### config.mk
export PLATFORM = sky130hd
export DESIGN_NAME = framed_link_parser_router_core
export DESIGN_NICKNAME = d
export VERILOG_FILES = /design/src/rtl/flpr_pkg.sv /design/src/rtl/framed_link_parser_router_core.sv /design/src/rtl/flpr_ram.sv /design/src/rtl/flpr_ctrl.sv /design/src/rtl/flpr_dp.sv
export SDC_FILE = /design/constraint.sdc
export NUM_CORES = 1
export LEC_CHECK = 0
export ABC_AREA = 1
export BUFFER_PORTS_ARGS = -buffer_cell sky130_fd_sc_hd__buf_4
export CORE_MARGIN = 2
export CORE_UTILIZATION = 55
export DETAILED_ROUTE_END_ITERATION = 16
export GPL_ROUTABILITY_DRIVEN = 0
export PLACE_DENSITY = 0.72
export REMOVE_ABC_BUFFERS = 1
export SETUP_SLACK_MARGIN = 0.4
export SLEW_MARGIN = 15
export SYNTH_ARGS = -nofsm -noshare
export SYNTH_HDL_FRONTEND = slang
export SYNTH_SLANG_ARGS = --single-unit
### constraint.sdc
create_clock -name clock -period 7.45 [get_ports clock]
set_input_delay 0 -clock clock [delete_from_list [all_inputs] [get_ports clock]]
set_output_delay 0 -clock clock [all_outputs]
set_load 0.1 [all_outputs]
### src/rtl/flpr_pkg.sv
// Shared types, constants and the CRC-8 step for the framed link parser/router.
// No dependencies; the RTL files that use it refer to it by scoped names, the testbench imports it.
package flpr_pkg;

   localparam int MAX_PAYLOAD  = 16;
   localparam int STREAM_COUNT = 2;
   localparam int STORE_DEPTH  = STREAM_COUNT * MAX_PAYLOAD;
   localparam int STORE_AW     = $clog2(STORE_DEPTH);
   localparam int PCNT_W       = $clog2(MAX_PAYLOAD + 1);
   localparam int CSR_IDX_W    = 3;

   localparam logic [7:0] CRC_POLY = 8'h07;
   localparam logic [7:0] CRC_INIT = 8'h00;

   // result status codes
   localparam logic [2:0] ST_OK      = 3'd0;
   localparam logic [2:0] ST_STRAY   = 3'd1;
   localparam logic [2:0] ST_LENGTH  = 3'd2;
   localparam logic [2:0] ST_BAD_CRC = 3'd3;
   localparam logic [2:0] ST_BAD_END = 3'd4;

   // configuration register indexes
   localparam logic [CSR_IDX_W-1:0] CSR_START     = 3'd0;
   localparam logic [CSR_IDX_W-1:0] CSR_END       = 3'd1;
   localparam logic [CSR_IDX_W-1:0] CSR_OWN       = 3'd2;
   localparam logic [CSR_IDX_W-1:0] CSR_DOWNSTRM  = 3'd3;
   localparam logic [CSR_IDX_W-1:0] CSR_UPSTRM    = 3'd4;
   localparam logic [CSR_IDX_W-1:0] CSR_BROADCAST = 3'd5;

   localparam logic [7:0] RST_START     = 8'd2;
   localparam logic [7:0] RST_END       = 8'd3;
   localparam logic [7:0] RST_OWN       = 8'd1;
   localparam logic [7:0] RST_DOWNSTRM  = 8'd2;
   localparam logic [7:0] RST_UPSTRM    = 8'd0;
   localparam logic [7:0] RST_BROADCAST = 8'd255;

   typedef struct packed {
      logic       from_stream;
      logic [7:0] data_byte;
   } req_type;

   typedef struct packed {
      logic [2:0]  status;
      logic        source_link;
      logic [7:0]  dest_addr;
      logic [7:0]  sender_addr;
      logic [7:0]  command_code;
      logic [4:0]  payload_length;
      logic [7:0]  payload_value;
      logic        last;
      logic        deliver_local;
      logic        forward_other;
      logic        unknown_dest;
      logic [15:0] error_total;
   } rsp_type;

   // controller -> datapath
   typedef struct packed {
      logic take;       // input byte accepted this cycle
      logic load_err;   // load error item into output register
      logic load_item;  // load frame item from store read data
      logic advance;    // step replay index
   } dp_cmd_type;

   // datapath -> controller
   typedef struct packed {
      logic byte_err;
      logic byte_frame;
      logic item_last;
   } dp_stat_type;

   function automatic logic [7:0] crc8_update(input logic [7:0] crc, input logic [7:0] b);
      logic [7:0] v;
      v = crc ^ b;
      for (int i = 0; i < 8; i++) begin
         v = v[7] ? ({v[6:0], 1'b0} ^ CRC_POLY) : {v[6:0], 1'b0};
      end
      return v;
   endfunction

endpackage

### src/rtl/framed_link_parser_router_core.sv
// Framed link parser/router, two byte links (0 upstream host, 1 downstream slave).
// req_: one received byte per item, tagged with its link. rsp_: result items.
// csr_: write-only config (start/end byte, own, downstream, upstream, broadcast).
// A byte that neither completes a frame nor breaks it is taken and yields
// nothing. A protocol error (stray byte, length overflow, bad CRC,
// bad end byte) yields one item, valid the cycle after the byte is taken.
// A good frame's end byte yields max(len,1) items, one per stored payload byte;
// each item goes from a payload store read into the output register, and
// the input is held for the whole replay, receiver stalls included.
// req_stall is high from the end byte until the last item is taken; while the
// receiver holds rsp_stall, the shown item waits unchanged in its register.
// Reset (synchronous) returns both parsers to waiting for a start byte, clears
// the error count and loads the register defaults. The payload store needs no
// clearing: every entry read was written earlier in the same frame.
// Depends on flpr_pkg, flpr_ctrl, flpr_dp, flpr_ram.
module framed_link_parser_router_core (
   input  logic                           clock,
   input  logic                           reset,
   input  logic                           req_valid,
   output logic                           req_stall,
   input  flpr_pkg::req_type              req_data,
   output logic                           rsp_valid,
   input  logic                           rsp_stall,
   output flpr_pkg::rsp_type              rsp_data,
   input  logic                           csr_we,
   input  logic [flpr_pkg::CSR_IDX_W-1:0] csr_index,
   input  logic [7:0]                     csr_wdata
);

   flpr_pkg::dp_cmd_type  cmd;
   flpr_pkg::dp_stat_type stat;

   flpr_ctrl u_ctrl (
      .clock     (clock),
      .reset     (reset),
      .req_valid (req_valid),
      .rsp_stall (rsp_stall),
      .stat      (stat),
      .cmd       (cmd),
      .req_stall (req_stall),
      .rsp_valid (rsp_valid)
   );

   flpr_dp u_dp (
      .clock     (clock),
      .reset     (reset),
      .req_data  (req_data),
      .csr_we    (csr_we),
      .csr_index (csr_index),
      .csr_wdata (csr_wdata),
      .cmd       (cmd),
      .stat      (stat),
      .rsp_data  (rsp_data)
   );

endmodule

### src/rtl/flpr_ram.sv
// Generic single-write, single-read RAM with registered read data.
// No dependencies.
module flpr_ram #(
   parameter int WIDTH = 8,
   parameter int DEPTH = 32
) (
   input  logic                     clock,
   input  logic                     wr_en,
   input  logic [$clog2(DEPTH)-1:0] wr_addr,
   input  logic [WIDTH-1:0]         wr_data,
   input  logic [$clog2(DEPTH)-1:0] rd_addr,
   output logic [WIDTH-1:0]         rd_data
);

   logic [WIDTH-1:0] mem_ff [DEPTH];
   logic [WIDTH-1:0] rd_data_ff;

   always_ff @(posedge clock) begin
      if (wr_en) begin
         mem_ff[wr_addr] <= wr_data;
      end
      rd_data_ff <= mem_ff[rd_addr];
   end

   assign rd_data = rd_data_ff;

endmodule

### src/rtl/flpr_ctrl.sv
// Controller: sequences byte intake, error items and frame replay.
// Depends on flpr_pkg for the command and status structs.
module flpr_ctrl (
   input  logic                  clock,
   input  logic                  reset,
   input  logic                  req_valid,
   input  logic                  rsp_stall,
   input  flpr_pkg::dp_stat_type stat,
   output flpr_pkg::dp_cmd_type  cmd,
   output logic                  req_stall,
   output logic                  rsp_valid
);

   typedef enum logic [1:0] {S_IDLE, S_FETCH, S_SHOW} state_type;

   state_type state_ff;
   logic      req_stall_ff;
   logic      rsp_valid_ff;
   logic      take;

   assign take = (state_ff == S_IDLE) && req_valid && !req_stall_ff;

   always_comb begin
      cmd           = '0;
      cmd.take      = take;
      cmd.load_err  = take && stat.byte_err;
      cmd.load_item = (state_ff == S_FETCH);
      cmd.advance   = (state_ff == S_SHOW) && !rsp_stall && !stat.item_last;
   end

   always_ff @(posedge clock) begin
      if (reset) begin
         state_ff     <= S_IDLE;
         req_stall_ff <= 1'b0;
         rsp_valid_ff <= 1'b0;
      end else begin
         unique case (state_ff)
            S_IDLE: begin
               if (take && stat.byte_err) begin
                  state_ff     <= S_SHOW;
                  req_stall_ff <= 1'b1;
                  rsp_valid_ff <= 1'b1;
               end else if (take && stat.byte_frame) begin
                  state_ff     <= S_FETCH;
                  req_stall_ff <= 1'b1;
               end
            end
            S_FETCH: begin
               // store read data is valid now
               state_ff     <= S_SHOW;
               rsp_valid_ff <= 1'b1;
            end
            S_SHOW: begin
               if (!rsp_stall) begin
                  rsp_valid_ff <= 1'b0;
                  if (stat.item_last) begin
                     state_ff     <= S_IDLE;
                     req_stall_ff <= 1'b0;
                  end else begin
                     state_ff <= S_FETCH;
                  end
               end
            end
            default: begin
               state_ff <= S_IDLE;
            end
         endcase
      end
   end

   assign req_stall = req_stall_ff;
   assign rsp_valid = rsp_valid_ff;

endmodule

### src/rtl/flpr_dp.sv
// Datapath: per-link frame parsers, running CRC, payload store, routing,
// error counter, config registers and the output item register.
// Depends on flpr_pkg and flpr_ram.
module flpr_dp (
   input  logic                             clock,
   input  logic                             reset,
   input  flpr_pkg::req_type                req_data,
   input  logic                             csr_we,
   input  logic [flpr_pkg::CSR_IDX_W-1:0]   csr_index,
   input  logic [7:0]                       csr_wdata,
   input  flpr_pkg::dp_cmd_type             cmd,
   output flpr_pkg::dp_stat_type            stat,
   output flpr_pkg::rsp_type                rsp_data
);

   localparam int PW = flpr_pkg::PCNT_W;
   localparam int AW = flpr_pkg::STORE_AW;
   localparam int NS = flpr_pkg::STREAM_COUNT;

   typedef enum logic [2:0] {
      PH_IDLE, PH_DST, PH_SRC, PH_CMD, PH_LEN, PH_PAY, PH_CRC, PH_END
   } phase_type;

   // config
   logic [7:0] start_ff, end_ff, own_ff, down_ff, up_ff, bcast_ff;

   // per-link parser state
   phase_type     phase_ff [NS];
   logic [7:0]    dest_ff  [NS];
   logic [7:0]    sender_ff[NS];
   logic [7:0]    cmd_ff   [NS];
   logic [PW-1:0] len_ff   [NS];
   logic [PW-1:0] cnt_ff   [NS];
   logic [7:0]    crc_ff   [NS];
   logic [15:0]   err_cnt_ff, err_cnt_in;

   phase_type     ph_in;
   logic [7:0]    dest_in, sender_in, cmd_in, crc_in, crc_upd;
   logic [PW-1:0] len_in, cnt_in, cnt_inc;

   logic          s;
   logic [7:0]    b;
   logic          err, frame;
   logic [2:0]    err_code;

   // routing
   logic [7:0]    dst, far_addr;
   logic          loc, fwd, unk;

   // replay
   logic          rep_s_ff, rep_s_in;
   logic [7:0]    rep_dst_ff, rep_sender_ff, rep_cmd_ff;
   logic [PW-1:0] rep_len_ff, rep_n_ff, k_ff, k_in, k_next;
   logic          rep_loc_ff, rep_fwd_ff, rep_unk_ff;

   // store
   logic          wr_en;
   logic [AW-1:0] wr_addr, rd_addr;
   logic [7:0]    rd_data;

   flpr_pkg::rsp_type rsp_ff, err_item, frame_item;

   assign s = req_data.from_stream;
   assign b = req_data.data_byte;

   assign crc_upd = flpr_pkg::crc8_update(crc_ff[s], b);
   assign cnt_inc = cnt_ff[s] + PW'(1);

   always_comb begin
      ph_in     = phase_ff[s];
      dest_in   = dest_ff[s];
      sender_in = sender_ff[s];
      cmd_in    = cmd_ff[s];
      len_in    = len_ff[s];
      cnt_in    = cnt_ff[s];
      crc_in    = crc_ff[s];
      err       = 1'b0;
      err_code  = flpr_pkg::ST_OK;
      frame     = 1'b0;
      wr_en     = 1'b0;
      unique case (phase_ff[s])
         PH_IDLE: begin
            if (b == start_ff) begin
               ph_in  = PH_DST;
               crc_in = flpr_pkg::CRC_INIT;
               cnt_in = '0;
            end else begin
               err      = 1'b1;
               err_code = flpr_pkg::ST_STRAY;
            end
         end
         PH_DST: begin
            dest_in = b;
            crc_in  = crc_upd;
            ph_in   = PH_SRC;
         end
         PH_SRC: begin
            sender_in = b;
            crc_in    = crc_upd;
            ph_in     = PH_CMD;
         end
         PH_CMD: begin
            cmd_in = b;
            crc_in = crc_upd;
            ph_in  = PH_LEN;
         end
         PH_LEN: begin
            cnt_in = '0;
            if (b > 8'(flpr_pkg::MAX_PAYLOAD)) begin
               ph_in    = PH_IDLE;
               err      = 1'b1;
               err_code = flpr_pkg::ST_LENGTH;
            end else begin
               len_in = b[PW-1:0];
               crc_in = crc_upd;
               ph_in  = (b == 8'd0) ? PH_CRC : PH_PAY;
            end
         end
         PH_PAY: begin
            wr_en  = cmd.take;
            cnt_in = cnt_inc;
            crc_in = crc_upd;
            if (cnt_inc >= len_ff[s]) begin
               ph_in = PH_CRC;
            end
         end
         PH_CRC: begin
            if (b == crc_ff[s]) begin
               ph_in = PH_END;
            end else begin
               ph_in    = PH_IDLE;
               cnt_in   = '0;
               err      = 1'b1;
               err_code = flpr_pkg::ST_BAD_CRC;
            end
         end
         default: begin
            // end byte
            ph_in  = PH_IDLE;
            cnt_in = '0;
            if (b != end_ff) begin
               err      = 1'b1;
               err_code = flpr_pkg::ST_BAD_END;
            end else begin
               frame = 1'b1;
            end
         end
      endcase
   end

   assign dst      = dest_ff[s];
   assign far_addr = s ? up_ff : down_ff;
   assign loc      = (dst == own_ff) || (dst == bcast_ff);
   assign fwd      = (dst == far_addr) || (dst == bcast_ff);
   assign unk      = !loc && !fwd;

   // unknown destination counts once, before the frame items
   assign err_cnt_in = err_cnt_ff + 16'(cmd.take && (err || (frame && unk)));

   always_ff @(posedge clock) begin
      if (reset) begin
         for (int i = 0; i < NS; i++) begin
            phase_ff[i]  <= PH_IDLE;
            dest_ff[i]   <= '0;
            sender_ff[i] <= '0;
            cmd_ff[i]    <= '0;
            len_ff[i]    <= '0;
            cnt_ff[i]    <= '0;
            crc_ff[i]    <= '0;
         end
         err_cnt_ff <= '0;
         k_ff       <= '0;
         start_ff   <= flpr_pkg::RST_START;
         end_ff     <= flpr_pkg::RST_END;
         own_ff     <= flpr_pkg::RST_OWN;
         down_ff    <= flpr_pkg::RST_DOWNSTRM;
         up_ff      <= flpr_pkg::RST_UPSTRM;
         bcast_ff   <= flpr_pkg::RST_BROADCAST;
      end else begin
         if (cmd.take) begin
            phase_ff[s]  <= ph_in;
            dest_ff[s]   <= dest_in;
            sender_ff[s] <= sender_in;
            cmd_ff[s]    <= cmd_in;
            len_ff[s]    <= len_in;
            cnt_ff[s]    <= cnt_in;
            crc_ff[s]    <= crc_in;
         end
         err_cnt_ff <= err_cnt_in;
         k_ff       <= k_in;
         if (csr_we) begin
            unique case (csr_index)
               flpr_pkg::CSR_START:     start_ff <= csr_wdata;
               flpr_pkg::CSR_END:       end_ff   <= csr_wdata;
               flpr_pkg::CSR_OWN:       own_ff   <= csr_wdata;
               flpr_pkg::CSR_DOWNSTRM:  down_ff  <= csr_wdata;
               flpr_pkg::CSR_UPSTRM:    up_ff    <= csr_wdata;
               flpr_pkg::CSR_BROADCAST: bcast_ff <= csr_wdata;
               default: ;
            endcase
         end
      end
   end

   // replay of a good frame: item k reads store entry k of the frame's link
   assign k_next   = k_ff + PW'(1);
   assign k_in     = (cmd.take && frame) ? '0 : (cmd.advance ? k_next : k_ff);
   assign rep_s_in = (cmd.take && frame) ? s : rep_s_ff;
   assign rd_addr  = (rep_s_in ? AW'(flpr_pkg::MAX_PAYLOAD) : AW'(0)) + AW'(k_in);
   assign wr_addr  = (s ? AW'(flpr_pkg::MAX_PAYLOAD) : AW'(0)) + AW'(cnt_ff[s]);

   always_ff @(posedge clock) begin
      rep_s_ff <= rep_s_in;
      if (cmd.take && frame) begin
         rep_dst_ff    <= dst;
         rep_sender_ff <= (!s && fwd) ? own_ff : sender_ff[s];
         rep_cmd_ff    <= cmd_ff[s];
         rep_len_ff    <= len_ff[s];
         rep_n_ff      <= (len_ff[s] == '0) ? PW'(1) : len_ff[s];
         rep_loc_ff    <= loc;
         rep_fwd_ff    <= fwd;
         rep_unk_ff    <= unk;
      end
      if (cmd.load_err) begin
         rsp_ff <= err_item;
      end else if (cmd.load_item) begin
         rsp_ff <= frame_item;
      end
   end

   always_comb begin
      err_item             = '0;
      err_item.status      = err_code;
      err_item.source_link = s;
      err_item.last        = 1'b1;
      err_item.error_total = err_cnt_in;

      frame_item.status         = flpr_pkg::ST_OK;
      frame_item.source_link    = rep_s_ff;
      frame_item.dest_addr      = rep_dst_ff;
      frame_item.sender_addr    = rep_sender_ff;
      frame_item.command_code   = rep_cmd_ff;
      frame_item.payload_length = 5'(rep_len_ff);
      frame_item.payload_value  = (rep_len_ff == '0) ? 8'd0 : rd_data;
      frame_item.last           = (k_next == rep_n_ff);
      frame_item.deliver_local  = rep_loc_ff;
      frame_item.forward_other  = rep_fwd_ff;
      frame_item.unknown_dest   = rep_unk_ff;
      frame_item.error_total    = err_cnt_ff;
   end

   flpr_ram #(
      .WIDTH (8),
      .DEPTH (flpr_pkg::STORE_DEPTH)
   ) u_store (
      .clock   (clock),
      .wr_en   (wr_en),
      .wr_addr (wr_addr),
      .wr_data (b),
      .rd_addr (rd_addr),
      .rd_data (rd_data)
   );

   always_comb begin
      stat            = '0;
      stat.byte_err   = err;
      stat.byte_frame = frame;
      stat.item_last  = rsp_ff.last;
   end

   assign rsp_data = rsp_ff;

endmodule

==> impl_metrics.yaml, run 1 <==
outcome:
  outcome: "finished clean"
timing:
  finalSetupViolations: 0
  rsz0062_at_grt: "no"
  worst_slew_pin_slew_ns: 1.193
  skew_ns: 0.02783
  hold_viol_final: 0
  fmax_ghz: 0.2379
  slew_viol_final: 0
  relSlewSlack_pct: 20.46
  whs_ns: 0.02481
  fin_crit_sh_pct: 56.43
  period_minus_slack_ns: 4.204
  setup-tns-final_ns: 0
die:
  rows: 75
  die_h_um: 211.4
  start_util_pct: 56.02
  pin_count: 88
  die_area_mm2: 0.04468
  die_width_um: 211.4
  core-area_mm2: 0.04223
critical_path:
  path_buf_inv: 5
  cp-startpoint: "req_data[3]"
  reg2reg_slack_ns: 3.38
  crit_cells: 14
  worstPathCellList: "dlygate4sd3_1, buf_4, inv_1, xor2_1, ha_1, and3_1, nand3_1, nand2_1, nand2_1, nand2_1, nand2_2, buf_4, nor2_1, inv_1"
  crit_path_end_kind: "register"
  cp_max_fo: 61
  cp_common_cell: "nand2_1"
  cp-start-kind: "input pin"
  cp_top_family: "buffers and inverters"
  critical_path_required_ns: 7.61
  worstReg2RegEnd: "u_dp.rsp_data[15]$_DFFE_PP_"
  r2r_cells: 17
  crit_path_end: "u_dp.rsp_data[9]$_DFFE_PP_"
  r2r-start: "u_dp.end_ff[7]$_SDFFE_PP0P_"
  critPathSlowestCell: "nor2_1"
  slowest_delay_ns: 0.81
  critical_path_arrival_ns: 4.36
  crit_type: "input pin to register"
pwr:
  power_uw: 8670
  max-vdd-ir-drop_v: 0.0002551
  leakagePower_uw: 0.01054
  powerDensity_mw_per_mm2: 329.3
logic_synthesis:
  synth_top_cell_by_area: "edfxtp_1"
  netlist_top_cells_count: "nand2_1 (444), edfxtp_1 (403), nor2_1 (348)"
  yosys_warnings: 0
  synth_flop_cell: "edfxtp_1"
  synth_seq_area_share_pct: 61.57
  async_flop_share_pct: 0
  avgSynthCellArea_um2: 9.902
  synth_edf_count: 403
  synth_top_area_share_pct: 51.16
  synth_seq_cells: 526
  synth_cell_type_count: 51
  syn_inst: 2389
  synth_most_common_cell: "nand2_1"
  synthTopCellsByArea: "edfxtp_1 (51%), dfxtp_1 (10%), nand2_1 (7.0%)"
  netlist_area_mm2: 0.02366
layout:
  final_cells: 3040
  syn2layout_area_growth_pct: 11.30
  drive_above_1_share_pct: 9.916
  antennaDiodeCount: 0
  nNetsFinal: 2500
clock_tree:
  clock-sinks: 526
  htreeDepth: 2
  cts.path.max_buffers: 3
  cts_buffers: 51
  clk_pin_slew_ns: 0.06
  insertion_delay_ns: 0.60
  cts-root-buf: "clkbuf_16"
  cts_tree: "yes"
job:
  cap_violations: 0
global_route:
  gr-total-overflow: 0
  grt_max_degree: 119
  antenna_found_initial: 1
  grtUsageTotal_pct: 26.70
  grt_first_pass_wirelength_um: 91500
  grt_pass1_vias: 16630
worst_hold_path:
  hold_depth: 3
  hp-class: "input pin to register"
route:
  firstDrtPassIters: 6
  totalWireLength_um: 59550
  avgRoutedWirePerCell_um: 19.59
  num_vias: 17270
  drtIter0Drc: 1969
  drc: 0
  vias_per_cell: 5.679
  final_antenna_net_count: 0
placement:
  dp_cells: 2919
  port_buffers: 87
  dp_hpwl_um: 36970
## routing by layer
metal | vias up | global-route usage, % | wire length [um]
met3 | 154 | 5.578 | 5773
met2 | 832 | 41.86 | 27480
li1 | 8088 | - | -
met1 | 8191 | 36.34 | 24090
met4 | 0 | 11.34 | 2208
met5 | - | 0 | 0
## state kept, by name (all words and copies together) (netlist names), 10 cells and up
signal / cells
u_dp.err_cnt_ff: 16
u_dp.len_ff: 10
u_dp.crc_ff: 16
u_dp.cmd_ff: 16
u_dp.sender_ff: 16
u_dp.dest_ff: 16
u_dp.rsp_data: 61
u_dp.cnt_ff: 10
u_dp.u_store.mem_ff: 256
## cell usage in the layout (no fill, tap or decap), types with 3 or more instances in the layout
cell type | Yosys | final
dfxtp_1 | 123 | 123
dlygate4sd3_1 | 0 | 26
clkbuf_1 | 37 | 17
mux2i_1 | 18 | 18
nor2_1 | 348 | 348
nor2_2 | 3 | 3
a21oi_1 | 74 | 74
nand4_1 | 6 | 6
bufinv_16 | 0 | 4
clkinv_1 | 1 | 7
nor4_1 | 4 | 4
nand3b_1 | 91 | 91
nand2_4 | 4 | 4
ha_1 | 16 | 16
o21ai_2 | 3 | 3
a22oi_1 | 4 | 4
inv_1 | 223 | 223
o211ai_1 | 4 | 4
inv_2 | 13 | 12
clkinv_2 | 1 | 11
nand3_1 | 248 | 248
or2_2 | 19 | 19
o21ai_1 | 2 | 3
xnor2_1 | 22 | 22
clkbuf_16 | 0 | 53
nand2_2 | 15 | 18
buf_4 | 3 | 102
edfxtp_1 | 403 | 403
nor3_1 | 17 | 17
a21oi_2 | 3 | 3
nand2_1 | 444 | 441
o21ai_0 | 98 | 97
xor2_1 | 44 | 44
or2_0 | 5 | 5
## area by class of cell
type | count | area [um2]
inverters | 238 | 897.1
clock inverters | 24 | 222.7
well taps | 539 | 674.4
flip-flops and latches | 526 | 14560
multi-input cells | 1514 | 7541
repair buffers | 128 | 1026
clock buffers | 71 | 1404
fillers | 3435 | 15900
## how the worst min path moves through the flow
stage                       from                             to  slack (ns)
floorplan                  reset  u_ctrl.req_stall$_SDFFE_PP0P_        0.07
global placement    csr_wdata[0]    u_dp.own_ff[0]$_SDFFE_PP1P_        0.30
detailed placement  csr_wdata[3]  u_dp.bcast_ff[3]$_SDFFE_PP1P_        0.30
CTS                  req_data[8]   u_dp.rep_dst_ff[4]$_DFFE_PP_      0.0007
global route         req_data[8]   u_dp.rep_dst_ff[4]$_DFFE_PP_        0.06
finish               req_data[8]   u_dp.rep_dst_ff[4]$_DFFE_PP_        0.02
## stage by stage
stage          utilization (%)  setup slack [ns]  instance area [um2]
3_5_place_dp             57.88             2.960                24440
3_3_place_gp             57.88             3.124                24440
5_1_grt                  62.35             2.957                26330
2_1_floorplan                -             1.776                22980
4_1_cts                  62.35             3.244                26330
6_report                 62.35             3.246                26330
## tightest hold or removal path: stages
cell and delay [ns]:
buf_4 0.20, nand2_1 0.10, nand2_2 0.12
## where the power goes
group | total [uW] | switching [uW] | internal [uW]
Clock | 2540 | 1090 | 1450
Sequential | 3570 | 130 | 3440
Combinational | 2550 | 2010 | 545
## logic make-up (layout without fill, tap and decap cells)
logic type               after synthesis  count (layout)  share of synthesized area, %
flip-flops                           526             526                         61.57
adder cells (fa/ha/maj)               16              16                        0.8463
buffers and inverters                349             461                         6.617
XOR/XNOR                              69              69                         2.698
AND/OR/NAND/NOR                     1214            1214                         22.98
AO/OA/AOI/OAI                        197             197                         4.533
multiplexers                          18              18                        0.7617
## timing repair
action	in CTS	in global routing
endpoints found under the hold margin	297	0
setup buffers	0	0
resized for setup	0	0
hold buffers	26	0
No activity file was read; power rests on OpenSTA's default activity.
==> inputs of run 2 (changes only) <==
--- a/config.mk
+++ b/config.mk
@@ -5,7 +5,7 @@
 export SDC_FILE = /design/constraint.sdc
 export NUM_CORES = 1
 export LEC_CHECK = 0
-export ABC_AREA = 1
+export ABC_AREA = 0
 export BUFFER_PORTS_ARGS = -buffer_cell sky130_fd_sc_hd__buf_4
 export CORE_MARGIN = 2
 export CORE_UTILIZATION = 55
==> constraint.sdc (replaced) <==
create_clock -name clock -period 4 [get_ports clock]
set_input_delay 0 -clock clock [delete_from_list [all_inputs] [get_ports clock]]
set_output_delay 0 -clock clock [all_outputs]
set_load 0.1 [all_outputs]
==> impl_metrics.yaml, run 2 <==
route:
  num_vias: 15820
  avgRoutedWirePerCell_um: 21.98
  totalWireLength_um: 57740
  firstDrtPassIters: 5
  drtIter0Drc: 1479
  vias_per_cell: 6.021
  drc: 0
  final_antenna_net_count: 0
critical_path:
  critical_path_arrival_ns: 3.97
  cp-start-kind: "register"
  crit_type: "register to register"
  crit_path_end_kind: "register"
  critical_path_required_ns: 4.45
  cp_max_fo: 4
placement:
  pre_cts_slack_ns: -0.09631
  port_buffers: 87
  dp_cells: 2485
  dp_hpwl_um: 35460
clock_tree:
  cts_buffers: 53
  cts-root-buf: "clkbuf_16"
  cts.path.max_buffers: 3
  insertion_delay_ns: 0.61
  cts_tree: "yes"
  clk_pin_slew_ns: 0.06
  htreeDepth: 2
  clock-sinks: 526
die:
  die_area_mm2: 0.04230
  pin_count: 88
  rows: 73
  die_h_um: 205.7
  die_width_um: 205.7
  core-area_mm2: 0.03991
  start_util_pct: 56.04
logic_synthesis:
  avgSynthCellArea_um2: 11.70
  synth_top_cell_by_area: "edfxtp_1"
  yosys_warnings: 0
  async_flop_share_pct: 0
  synth_edf_count: 403
  netlist_top_cells_count: "edfxtp_1 (403), nand2_1 (380), nor2_1 (167)"
  netlist_area_mm2: 0.02237
  synth_flop_cell: "edfxtp_1"
  synth_cell_type_count: 66
  syn_inst: 1912
  synthTopCellsByArea: "edfxtp_1 (54%), dfxtp_1 (11%), nand2_1 (6.4%)"
  synth_top_area_share_pct: 54.11
  synth_seq_area_share_pct: 65.12
  synth_most_common_cell: "edfxtp_1"
  synth_seq_cells: 526
worst_hold_path:
  hp-class: "input pin to register"
layout:
  final_cell_mix: "edfxtp_1 (403), nand2_1 (380), nor2_1 (165), buf_4 (160), a21oi_1 (140)"
  largest_reg_flops: 256
  drive_above_1_share_pct: 14.99
  top_register: "u_dp.u_store.mem_ff"
  nNetsFinal: 2099
  antennaDiodeCount: 0
  final_cells: 2627
  final_core_util_pct: 65.48
  syn2layout_area_growth_pct: 16.86
  final_common_cell: "edfxtp_1"
timing:
  rsz0062_at_grt: "yes"
  fmax_ghz: 0.2838
  setup_slack_ns: 0.4761
  fin_crit_sh_pct: 88.10
  hold_viol_final: 0
  worst_slew_pin_slew_ns: 1.189
  whs_ns: 0.06926
  setup-tns-final_ns: 0
  period_minus_slack_ns: 3.524
  slew_viol_final: 0
  skew_ns: 0.02155
  finalSetupViolations: 0
  relSlewSlack_pct: 20.22
global_route:
  grtUsageTotal_pct: 27.37
  antenna_found_initial: 0
  grt_max_degree: 78
  grt_pass1_vias: 15440
  gr-total-overflow: 0
  grt_first_pass_wirelength_um: 87690
pwr:
  max-vdd-ir-drop_v: 0.0003284
  leakagePower_uw: 0.009452
  powerDensity_mw_per_mm2: 457.8
outcome:
  outcome: "finished clean"
job:
  cap_violations: 0
-- run 2: cell count changes in the layout (fill, tap and decap cells not counted), moves of 37 or more --
cell	change
inv_1	-195
nand2_1	-61
a21oi_1	+66
xnor2_1	+37
nand3b_1	-76
nor2_1	-183
o21ai_0	-68
nand3_1	-231
buf_4	+58
-- run 2: final cells by class --
type	instances	area [um2]
clock buffers	75	1531
clock inverters	24	177.7
fillers	2945	13780
inverters	30	112.6
multi-input cells	1252	7500
flip-flops and latches	526	14560
well taps	525	656.9
repair buffers	195	1595
-- run 2: final timing paths --
check / from / end / slack [ns] / cells after the start
min reg2reg: u_dp.u_store.rd_data[1]$_DFF_P_ / u_dp.rsp_data[21]$_SDFFE_PP0N_ / 0.44 / 1
min: req_data[4] / u_dp.rsp_data[60]$_DFFE_PP_ / 0.07 / 5
max: u_dp.crc_ff[1][4]$_SDFFCE_PN0P_ / u_dp.rsp_data[14]$_DFFE_PP_ / 0.48 / 17
max reg2reg: u_dp.crc_ff[1][4]$_SDFFCE_PN0P_ / u_dp.rsp_data[14]$_DFFE_PP_ / 0.48 / 17
-- run 2: kinds of logic after synthesis --
group	share of synthesized area, %
XOR/XNOR	3.507
AND/OR/NAND/NOR	14.16
multiplexers	3.843
flip-flops	65.12
AO/OA/AOI/OAI	10.02
buffers and inverters	2.456
adder cells (fa/ha/maj)	0.8950
-- run 2: stage by stage --
stage          total power [uW]  instance area (um2)
2_1_floorplan              6764                21930
3_3_place_gp               7116                23860
3_5_place_dp               7138                23860
4_1_cts                   11960                25960
5_1_grt                   12310                26140
6_report                  11970                26140
-- run 2: routing by layer --
metal  global-route usage [%]  vias up  part of all wire [%]
met3                    5.100      102                   8.0
met1                    37.15     7860                    41
met4                    8.813        0                   2.6
met2                    44.73      639                    48
li1                         -     7217                     -
met5                        0        -                     0
-- run 2: timing repair --
item,in CTS,in global routing
setup endpoints to repair,22,13
gates cloned,0,1
hold buffers,30,0
pin swaps,6,5
endpoints found under the hold margin,98,0
setup buffers,4,8
gates resized for setup,11,25
-- run 2: power by group --
part	total [uW]	switching, uW	leakage (uW)	internal (uW)
clock network	4870	2080	0.000834	2790
registers	6050	54.7	0.00475	6000
logic	1040	701	0.00386	341
total	12000	2840	0.00945	9130
-- run 2: critical path, stage by stage (launching register included) --
cell      delay (ns)
edfxtp_1        0.39
mux2i_2         0.25
xnor2_1         0.16
ha_1            0.26
nand3_4         0.08
o311a_4         0.19
nor4_4          0.05
nor2_4          0.12
a21o_1          0.19
ha_2            0.22
and4_4          0.22
nand4_1         0.18
nor3_2          0.23
nand4_1         0.14
buf_4           0.16
buf_4           0.13
or3_1           0.30
o21ai_1         0.09
